## config.mk

```make
export PLATFORM = sky130hd
export DESIGN_NAME = fan_pi_cooling_controller_unit
export DESIGN_NICKNAME = d
export VERILOG_FILES = /design/src/sv/fpcc_pkg.sv /design/src/sv/fpcc_shape.sv /design/src/sv/fan_pi_cooling_controller_unit.sv
export SDC_FILE = /design/constraint.sdc
export NUM_CORES = 1
export LEC_CHECK = 0
export BUFFER_PORTS_ARGS = -buffer_cell sky130_fd_sc_hd__buf_2
export CAP_MARGIN = 25
export CORE_MARGIN = 8
export CORE_UTILIZATION = 36
export CTS_CLUSTER_SIZE = 14
export DETAILED_ROUTE_END_ITERATION = 16
export GPL_TIMING_DRIVEN = 0
export SLEW_MARGIN = 20
export SYNTH_ARGS = -nofsm -noshare
export SYNTH_HDL_FRONTEND = slang
export SYNTH_HIERARCHICAL = 1
export SYNTH_SLANG_ARGS = --single-unit
export TNS_END_PERCENT = 1
```

## constraint.sdc

```tcl
create_clock -name clk -period 5.79 [get_ports clk]
set_input_delay 0 -clock clk [delete_from_list [all_inputs] [get_ports clk]]
set_output_delay 0 -clock clk [all_outputs]
set_load 0.02 [all_outputs]
```

## src/sv/fpcc_pkg.sv

```systemverilog
// ----------------------------------------------------------------------------
// fpcc_pkg: shared definitions for the fan PI cooling controller
// Field widths, fixed-point constants, register indexes and the result type.
// ----------------------------------------------------------------------------
package fpcc_pkg;

  // Field widths.
  localparam int unsigned TargetW   = 8;
  localparam int unsigned MeasW     = 12;
  localparam int unsigned GainW     = 8;
  localparam int unsigned DutyW     = 10;
  localparam int unsigned ErrW      = 14;
  localparam int unsigned SumW      = 16;
  localparam int unsigned PropProdW = ErrW + GainW + 1;
  localparam int unsigned IntProdW  = SumW + GainW + 1;
  localparam int unsigned AccW      = IntProdW + 1;
  localparam int unsigned CtlW      = AccW - 4;

  // Integral sum limits, in 1/16 degree.
  localparam logic signed [SumW-1:0] SumReset  = -16'sd8000;
  localparam logic signed [SumW-1:0] SumForced = -16'sd800;
  localparam logic signed [SumW-1:0] SumMax    = 16'sd16000;
  localparam logic signed [SumW-1:0] SumMin    = -16'sd16000;

  // Controller output limits.
  localparam logic signed [CtlW-1:0] OutMax  = 22'sd1000;
  localparam logic signed [CtlW-1:0] OutLow  = -22'sd1000;
  localparam logic [DutyW-1:0]       LowDuty  = 10'd998;
  localparam logic [DutyW-1:0]       IdleDuty = 10'd50;

  // Gain reset values.
  localparam logic [GainW-1:0] PropGainReset = 8'd30;
  localparam logic [GainW-1:0] IntGainReset  = 8'd1;

  // Configuration register indexes.
  localparam logic CfgPropGain = 1'b0;
  localparam logic CfgIntGain  = 1'b1;

  // One fan command.
  typedef struct packed {
    logic [DutyW-1:0] fan_duty;
    logic             cooling_active;
  } result_t;

endpackage

```

## src/sv/fpcc_shape.sv

```systemverilog
// ----------------------------------------------------------------------------
// fpcc_shape: output shaping of the PI controller
// Sums the two products, divides by 16 toward zero, saturates and maps the
// controller output onto a fan duty and a cooling flag.
// ----------------------------------------------------------------------------
module fpcc_shape (
  input  logic signed [fpcc_pkg::PropProdW-1:0] prop_prod,
  input  logic signed [fpcc_pkg::IntProdW-1:0]  int_prod,
  output fpcc_pkg::result_t                     result
);

  logic signed [fpcc_pkg::AccW-1:0] acc;
  logic signed [fpcc_pkg::AccW-1:0] acc_biased;
  logic signed [fpcc_pkg::CtlW-1:0] ctl;
  logic signed [fpcc_pkg::CtlW-1:0] ctl_neg;

  assign acc = fpcc_pkg::AccW'(prop_prod) + fpcc_pkg::AccW'(int_prod);
  // Adding 15 to negative values makes the arithmetic shift truncate toward zero.
  assign acc_biased = acc + (acc[fpcc_pkg::AccW-1] ? fpcc_pkg::AccW'(15) : '0);
  assign ctl     = fpcc_pkg::CtlW'(acc_biased >>> 4);
  assign ctl_neg = -ctl;

  always_comb begin
    if (ctl >= fpcc_pkg::OutMax) begin
      result.fan_duty       = fpcc_pkg::IdleDuty;
      result.cooling_active = 1'b0;
    end else if (ctl <= fpcc_pkg::OutLow) begin
      result.fan_duty       = fpcc_pkg::LowDuty;
      result.cooling_active = 1'b1;
    end else if (ctl[fpcc_pkg::CtlW-1]) begin
      result.fan_duty       = ctl_neg[fpcc_pkg::DutyW-1:0];
      result.cooling_active = 1'b1;
    end else begin
      result.fan_duty       = fpcc_pkg::IdleDuty;
      result.cooling_active = 1'b0;
    end
  end

endmodule

```

## src/sv/fan_pi_cooling_controller_unit.sv

```systemverilog
// ----------------------------------------------------------------------------
// fan_pi_cooling_controller_unit: PI fan controller with integral clamp
// Turns temperature samples into fan duty commands in exact fixed point.
// ----------------------------------------------------------------------------
//
//   Channel  Direction  Payload
//   in_*     slave      tdata[7:0] target_temp, tdata[19:8] measured_temp
//   out_*    master     tdata[9:0] fan_duty, tuser cooling_active
//   cfg_*    write      index 0 proportional_gain, index 1 integral_gain
//
// One transaction is accepted per cycle when the pipeline is free to move, and
// each produces exactly one result transaction through stages 1, 2 and 3. The
// integral update is a single add and clamp, so the running sum is ready for
// the next sample in the following cycle. Two more stages hold the gain
// products and the shaped output. rst_n is synchronous and active low; it
// resets the gains and the integral sum and empties the pipeline. A stall on
// out_tready holds the output register and backs up through the stages.
module fan_pi_cooling_controller_unit (
  input  logic        clk,
  input  logic        rst_n,
  // Input samples.
  input  logic        in_tvalid,
  output logic        in_tready,
  input  logic [23:0] in_tdata,   // [7:0] target_temp, [19:8] measured_temp, rest zero
  // Fan commands.
  output logic        out_tvalid,
  input  logic        out_tready,
  output logic [15:0] out_tdata,  // [9:0] fan_duty, rest zero
  output logic        out_tuser,  // [0] cooling_active
  // Gain registers.
  input  logic        cfg_we,
  input  logic        cfg_index,
  input  logic [7:0]  cfg_data
);

  logic [fpcc_pkg::GainW-1:0] prop_gain_r;
  logic [fpcc_pkg::GainW-1:0] int_gain_r;

  // Integral state, updated as each sample is accepted.
  logic signed [fpcc_pkg::SumW-1:0] sum_r;
  logic signed [fpcc_pkg::SumW-1:0] sum_nxt;

  logic [fpcc_pkg::TargetW-1:0]      target;
  logic signed [fpcc_pkg::MeasW-1:0] measured;
  logic signed [fpcc_pkg::ErrW-1:0]  err;
  logic signed [fpcc_pkg::SumW:0]    sum_add;

  // Stage 1: error and updated sum.
  logic                              s1_valid_r;
  logic signed [fpcc_pkg::ErrW-1:0]  s1_err_r;
  logic signed [fpcc_pkg::SumW-1:0]  s1_sum_r;
  // Stage 2: gain products.
  logic                                 s2_valid_r;
  logic signed [fpcc_pkg::PropProdW-1:0] s2_prop_r;
  logic signed [fpcc_pkg::IntProdW-1:0]  s2_int_r;
  // Stage 3: output register.
  logic              out_valid_r;
  fpcc_pkg::result_t out_r;
  fpcc_pkg::result_t shaped;

  logic s1_ready;
  logic s2_ready;
  logic s3_ready;
  logic in_fire;

  assign s3_ready  = !out_valid_r || out_tready;
  assign s2_ready  = !s2_valid_r || s3_ready;
  assign s1_ready  = !s1_valid_r || s2_ready;
  assign in_tready = s1_ready;
  assign in_fire   = in_tvalid && in_tready;

  assign target   = in_tdata[7:0];
  assign measured = $signed(in_tdata[19:8]);

  // Error = 16 * target - measured; both fit in 14 signed bits.
  assign err = $signed({2'b00, target, 4'b0000}) - fpcc_pkg::ErrW'(measured);
  assign sum_add = (fpcc_pkg::SumW+1)'(sum_r) + (fpcc_pkg::SumW+1)'(err);

  always_comb begin
    if (!err[fpcc_pkg::ErrW-1]) begin
      // A non-negative error discards the wind-up and parks the sum at -50 degrees.
      sum_nxt = fpcc_pkg::SumForced;
    end else if (sum_add >= (fpcc_pkg::SumW+1)'(fpcc_pkg::SumMax)) begin
      sum_nxt = fpcc_pkg::SumMax;
    end else if (sum_add <= (fpcc_pkg::SumW+1)'(fpcc_pkg::SumMin)) begin
      sum_nxt = fpcc_pkg::SumMin;
    end else begin
      sum_nxt = sum_add[fpcc_pkg::SumW-1:0];
    end
  end

  // Configuration and control state.
  always_ff @(posedge clk) begin
    if (!rst_n) begin
      prop_gain_r <= fpcc_pkg::PropGainReset;
      int_gain_r  <= fpcc_pkg::IntGainReset;
      sum_r       <= fpcc_pkg::SumReset;
      s1_valid_r  <= 1'b0;
      s2_valid_r  <= 1'b0;
      out_valid_r <= 1'b0;
    end else begin
      if (cfg_we) begin
        unique case (cfg_index)
          fpcc_pkg::CfgPropGain: prop_gain_r <= cfg_data;
          fpcc_pkg::CfgIntGain:  int_gain_r  <= cfg_data;
          default: ;
        endcase
      end
      if (in_fire) sum_r <= sum_nxt;
      if (s1_ready) s1_valid_r  <= in_fire;
      if (s2_ready) s2_valid_r  <= s1_valid_r;
      if (s3_ready) out_valid_r <= s2_valid_r;
    end
  end

  // Payload pipeline.
  always_ff @(posedge clk) begin
    if (in_fire) begin
      s1_err_r <= err;
      s1_sum_r <= sum_nxt;
    end
    if (s2_ready && s1_valid_r) begin
      s2_prop_r <= fpcc_pkg::PropProdW'($signed({1'b0, prop_gain_r}))
                 * fpcc_pkg::PropProdW'(s1_err_r);
      s2_int_r  <= fpcc_pkg::IntProdW'($signed({1'b0, int_gain_r}))
                 * fpcc_pkg::IntProdW'(s1_sum_r);
    end
    if (s3_ready && s2_valid_r) begin
      out_r <= shaped;
    end
  end

  fpcc_shape u_shape (
    .prop_prod (s2_prop_r),
    .int_prod  (s2_int_r),
    .result    (shaped)
  );

  assign out_tvalid = out_valid_r;
  assign out_tdata  = {6'b000000, out_r.fan_duty};
  assign out_tuser  = out_r.cooling_active;

  // The integral never leaves its clamp range.
  a_sum_range: assert property (@(posedge clk) disable iff (!rst_n)
    (sum_r <= fpcc_pkg::SumMax) && (sum_r >= fpcc_pkg::SumMin))
    else $error("integral sum out of range");

  // A non-negative error parks the integral at the forced value.
  a_sum_forced: assert property (@(posedge clk) disable iff (!rst_n)
    (in_fire && !err[fpcc_pkg::ErrW-1]) |=> (sum_r == fpcc_pkg::SumForced))
    else $error("integral not forced after non-negative error");

  // Cooling commands carry a duty between 1 and 999; idle commands carry the idle duty.
  a_duty_cool: assert property (@(posedge clk) disable iff (!rst_n)
    (out_tvalid && out_tuser) |->
      (out_r.fan_duty != 10'd0) && (out_r.fan_duty < 10'd1000))
    else $error("cooling duty out of range");

  a_duty_idle: assert property (@(posedge clk) disable iff (!rst_n)
    (out_tvalid && !out_tuser) |-> (out_r.fan_duty == fpcc_pkg::IdleDuty))
    else $error("idle duty wrong");

endmodule

```

Word level (Yosys, flattened, before mapping)

Cells that the tools add are included.

Bitwise gates (word level): 2
Reductions and logical operators: 12
Add/subtract/negate cells: 5
Order comparisons: 4
Mux-type cells: 6
Multiply operators: 2

Operators by type and width:

| kind                                                                                   | number |
|---|---|
| 16-bit 2-to-1 mux                                                                      | 3 |
| 23-bit by 25-bit adder with 26-bit output                                              | 1 |
| 26-bit by 4-bit adder with 26-bit output                                               | 1 |
| 9-bit by 16-bit multiplier with 25-bit output                                          | 1 |
| 9-bit by 14-bit multiplier with 23-bit output                                          | 1 |
| 22-bit by 11-bit greater-or-equal comparator with 1-bit output (second input constant) | 1 |
| 22-bit by 11-bit <= comparator with 1-bit output (second input constant)               | 1 |
| 11-bit 2-to-1 mux                                                                      | 2 |
| 16-bit by 14-bit adder with 17-bit output                                              | 1 |
| 17-bit by 15-bit greater-or-equal comparator with 1-bit output (second input constant) | 1 |
| 17-bit by 15-bit <= comparator with 1-bit output (second input constant)               | 1 |
| 13-bit by 12-bit subtractor with 14-bit output                                         | 1 |
| 10-bit negator                                                                         | 1 |
| 4-bit 2-to-1 mux                                                                       | 1 |
| 2-bit AND reduction                                                                    | 2 |
| 1-bit logical AND                                                                      | 3 |
| 1-bit logical NOT                                                                      | 3 |
| 1-bit logical OR                                                                       | 3 |
| 3-bit OR reduction                                                                     | 1 |
| 1-bit inverter                                                                         | 2 |

Output and inout bits: 19
Logic and storage cells: 44
Bits in registers: 124

Logic depth before layout (Yosys ltp)

Word-level depth: 6
Mapped depth: 23
Depth with buffers taken out: 22

Hierarchy

Netlist, hierarchy kept.

Modules (own cells, without submodules):

| module                         | cells each | area an instance (um^2) | times used |
|---|---|---|---|
| fan_pi_cooling_controller_unit | 1,521      | 14,533.9                | 1 |
| fpcc_shape                     | 340        | 2,346.0                 | 1 |

Least setup slack after synthesis

OpenSTA, ideal clock, no wires.

Path type: register -> register
Start point: register int_gain_r[2] (netlist bit)
End point: register s2_int_r[23] (netlist bit) (data pin)
Arrival time: 4.620 ns
Stages on the path, launching flop included: 18
Setup time: 0.280 ns
Setup slack: 0.891 ns
Clock period less this slack: 4.899 ns
Data required time: 5.510 ns
Cells stage by stage: dfxtp_1 > clkbuf_1 > clkbuf_1 > nand2_1 > fa_1 > inv_1 > fa_1 > inv_1 > fa_1 > inv_1 > fa_1 > ha_1 > or3_1 > o211ai_1 > nand2_1 > a221oi_1 > o21a_1 > o311ai_0

Longest elaborated chain between the ends: 1

Ends and longest elaborated chain:

| item                                          | RTL line                              | text |
|---|---|---|
| start, declared                               | fan_pi_cooling_controller_unit.sv:37  | `logic [fpcc_pkg::GainW-1:0] int_gain_r;` |
| start signal, assigned                        | fan_pi_cooling_controller_unit.sv:96  | `int_gain_r <= fpcc_pkg::IntGainReset;` |
| start signal, assigned                        | fan_pi_cooling_controller_unit.sv:105 | `fpcc_pkg::CfgIntGain: int_gain_r <= cfg_data;` |
| 9-bit by 16-bit multiplier with 25-bit output | fan_pi_cooling_controller_unit.sv:126 | `* fpcc_pkg::IntProdW'(s1_sum_r);` |
| end signal, assigned                          | fan_pi_cooling_controller_unit.sv:125 | `s2_int_r <= fpcc_pkg::IntProdW'($signed({1'b0, int_gain_r}))` |
| end, declared                                 | fan_pi_cooling_controller_unit.sv:55  | `logic signed [fpcc_pkg::IntProdW-1:0] s2_int_r;` |

No other way between the ends.
A chain may end at the register's enable or synchronous reset.

Final worst setup path

Start point: register int_gain_r[3] (netlist bit)
End point: register s2_int_r[23] (netlist bit) (data pin)

Same word-level chain as after synthesis.

==> results.sh <==
export IMPL_status="finished, final reports clean"
export IMPL_period_needed_ns=5.45
export IMPL_viasPerCell=5.05
export IMPL_wirelength_mm=39.8
export IMPL_yosys_area_share_simple_pct=18.6
export IMPL_synth_top_family_by_area="adder cells"
export IMPL_ys_seq_area_share_pct=20.0
export IMPL_multi_input_area_um2=12100
export IMPL_hold_class="input pin to flop"
export IMPL_die_w_um=233
export IMPL_cts_made_buffers=17
export IMPL_cts_max_level=4
export IMPL_synth_top_area_cell="fa_1"
export IMPL_nFillCells=4603
export IMPL_placed_cell_area_um2=18000
export IMPL_relSlewSlack_pct=48.2
export IMPL_max_freq_ghz=0.184
export IMPL_synth_edff_count=89
export IMPL_fp_row_count=79
export IMPL_critical_path_class="flop to flop"
export IMPL_synth_seq_cells=124
export IMPL_use_met1_pct=19.8
export IMPL_setup_viol=0
export IMPL_worst_slew_pin_slew_ns=0.773
export IMPL_gr_total_overflow=0
export IMPL_worst_hold_slack_ns=0.0426
export IMPL_drive_above_1_share_pct=8.47
export IMPL_yosysWarningCount=6
export IMPL_start_util_pct=36.3
export IMPL_root_buffer="clkbuf_16"
export IMPL_seq_area_um2=3370
export IMPL_p_per_area_nw_per_um2=553
export IMPL_crit_slowest_cell="fa_1"
export IMPL_port_buffers=45
export IMPL_grt_max_degree=40
export IMPL_cts_tree="done"
export IMPL_ys_flop_type="edfxtp_1"
export IMPL_synth_mux_area_share_pct=0.615
export IMPL_netlist_top_cells_area="fa_1 (23%), edfxtp_1 (16%), ha_1 (11%), inv_1 (6.8%), and2_1 (5.7%)"
export IMPL_rsz0062_at_grt="yes"
export IMPL_slew_violations=0
export IMPL_busiest_layer="met2"
export IMPL_synth_compound_gate_area_share_pct=13.8
export IMPL_vdd_drop_max_uv=261
export IMPL_critPathMostFrequentCell="fa_1"
export IMPL_ioPinCount=57
export IMPL_dr_pass1_iters=5
export IMPL_path_max_fanout=10
export IMPL_power_leakage_uw=0.00865
export IMPL_placed_cells=2520
export IMPL_hold_viol=0
export IMPL_syn_area_um2=16900
export IMPL_die_area_um2=54100
export IMPL_final_cell_mix="inv_1 (305), fa_1 (194), nand2_1 (175), and2_1 (155), ha_1 (150)"
export IMPL_cp_start_kind="flop"
export IMPL_synth_distinct_cells=91
export IMPL_worstSetupEndpointType="flop"
export IMPL_cts_path_max_buffers=2
export IMPL_fin_skew_ns=0.00664
export IMPL_nNetsFinal=2329
export IMPL_async_flop_share_pct=0
export IMPL_vias=12957
export IMPL_wl_per_cell_um=15.5
export IMPL_max_cap_violations=0
export IMPL_antenna_found_initial=4
export IMPL_synth_cells=1861
export IMPL_cp_arrival_ns=5.58
export IMPL_layout_cells_most_common="inv_1"
export IMPL_clk_transition_reported_paths_ns=0.06
export IMPL_synth_top_area_share_pct=23.0
export IMPL_grt_use_met3_pct=2.68
export IMPL_areaGrowthSynthToFinish_pct=11.2
export IMPL_die_h_um=233
export IMPL_place_hpwl_mm=33.5
export IMPL_grt_pass1_wl_mm=66.9
export IMPL_drt_iter0_markers=649
export IMPL_final_util_pct=40.4
export IMPL_track_usage_pct=15.0
export IMPL_grt_use_met2_pct=25.0
export IMPL_synth_xor_area_share_pct=4.10
export IMPL_drc=0
export IMPL_final_cells=2568
export IMPL_finalCritPeriodShare_pct=94.1
export IMPL_gp_congestion=0.908
export IMPL_stdcell_area_um2=18800
export IMPL_cp_required_ns=5.92
export IMPL_cts_sinks=124
export IMPL_synthAdderAreaFrac_pct=34.2
export IMPL_cpPeakStageDelay_ns=0.52
export IMPL_power_uw=10400
export IMPL_grt_pass1_vias=13306
export IMPL_postSynthAreaPerCell_um2=9.07
export IMPL_ant_nets=0
export IMPL_path_cells="clkbuf_1 -> and2_1 -> fa_1 -> fa_1 -> inv_1 -> fa_1 -> inv_1 -> fa_1 -> ha_1 -> or3_1 -> o211ai_1 -> nand2_1 -> a221oi_1 -> o21a_1 -> o311ai_0"
export IMPL_core_area_um2=46500
export IMPL_worstSkewPairLatency_ns=0.42
-- flip-flops by register name, indices dropped and copies added, names as in the netlist --
register     count
s2_int_r        25
s2_prop_r       23
s2_valid_r       1
out_tuser        1
s1_err_r        14
s1_valid_r       1
prop_gain_r      8
out_tdata       10
out_tvalid       1
sum_r           16
s1_sum_r        16
int_gain_r       8
-- worst paths after layout --
path | startpoint | end | slack [ns] | cells past startpoint
worst min register to register | sum_r[14] | sum_r[14] | 0.50 | 2
worst max register to register | int_gain_r[3] | s2_int_r[23] | 0.34 | 15
worst max-delay path | int_gain_r[3] | s2_int_r[23] | 0.34 | 15
worst min-delay path | rst_n | sum_r[9] | 0.04 | 3
-- report_power, final --
group / total (uW) / switching, uW / internal, uW / leakage, uW
Sequential: 1680 / 224 / 1460 / 0.00112
Clock: 1100 / 413 / 684 / 0.000297
Combinational: 7590 / 4430 / 3160 / 0.00723
-- layout make-up --
class | count | area share [%]
multi-input combinational | 1376 | 64.6
sequential | 124 | 18.0
inverter | 306 | 6.13
tap | 607 | 4.05
timing repair buffer | 64 | 2.35
clock buffer | 17 | 2.27
buffer | 57 | 1.65
clock inverter | 15 | 1.00
antenna | 2 | 0.0267
-- cell usage after synthesis, types with 21 or more instances --
| cell type | count |
|---|---|
| inv_1 | 305 |
| fa_1 | 194 |
| nand2_1 | 175 |
| and2_1 | 155 |
| ha_1 | 151 |
| edfxtp_1 | 89 |
| a21oi_1 | 79 |
| nor2_1 | 77 |
| xnor2_1 | 66 |
| o21ai_0 | 49 |
| nand3_1 | 44 |
| nor3_1 | 40 |
| dfxtp_1 | 35 |
| clkbuf_1 | 32 |
| a211oi_1 | 26 |
| a21o_1 | 21 |
-- critical path: cells and delay by family (launching register included) --
kind,cells,cell delay (ns)
compound gates,4,1.10
simple gates,3,0.75
buf+inv,3,0.59
fa+ha+maj,5,2.21
flops,1,0.49
-- layer usage --
layer / routed length (um) / vias up
li1: - / 6388
met1: 18800 / 6251
met2: 18400 / 259
met3: 1760 / 55
met4: 872 / 4
met5: 23 / -
-- per-stage QoR --
stage / TNS [ns] / worst slack (ns)
floorplan: 0 / 0.891
global placement: -10.27 / -0.216
detailed placement: 0 / 0.0889
CTS: 0 / 0.0863
global route: -0.00927 / -0.00927
finish: 0 / 0.344
-- kinds of logic (layout without fill, tap and decap cells) --
kind of cell    count (synthesis)  after routing
xor+xnor                       79             79
flops                         124            124
other cells                     1              8
mux                            10             10
compound gates                326            326
simple gates                  610            610
buf+inv                       366            459
fa+ha+maj                     345            345
-- what timing repair did --
action,4_1_cts,5_1_grt
setup endpoints to repair,0,7
gates resized for setup,0,18
hold buffers,13,0
setup buffers,0,4
endpoints found under the hold margin,21,0
Power figures use the tool's default switching activity.
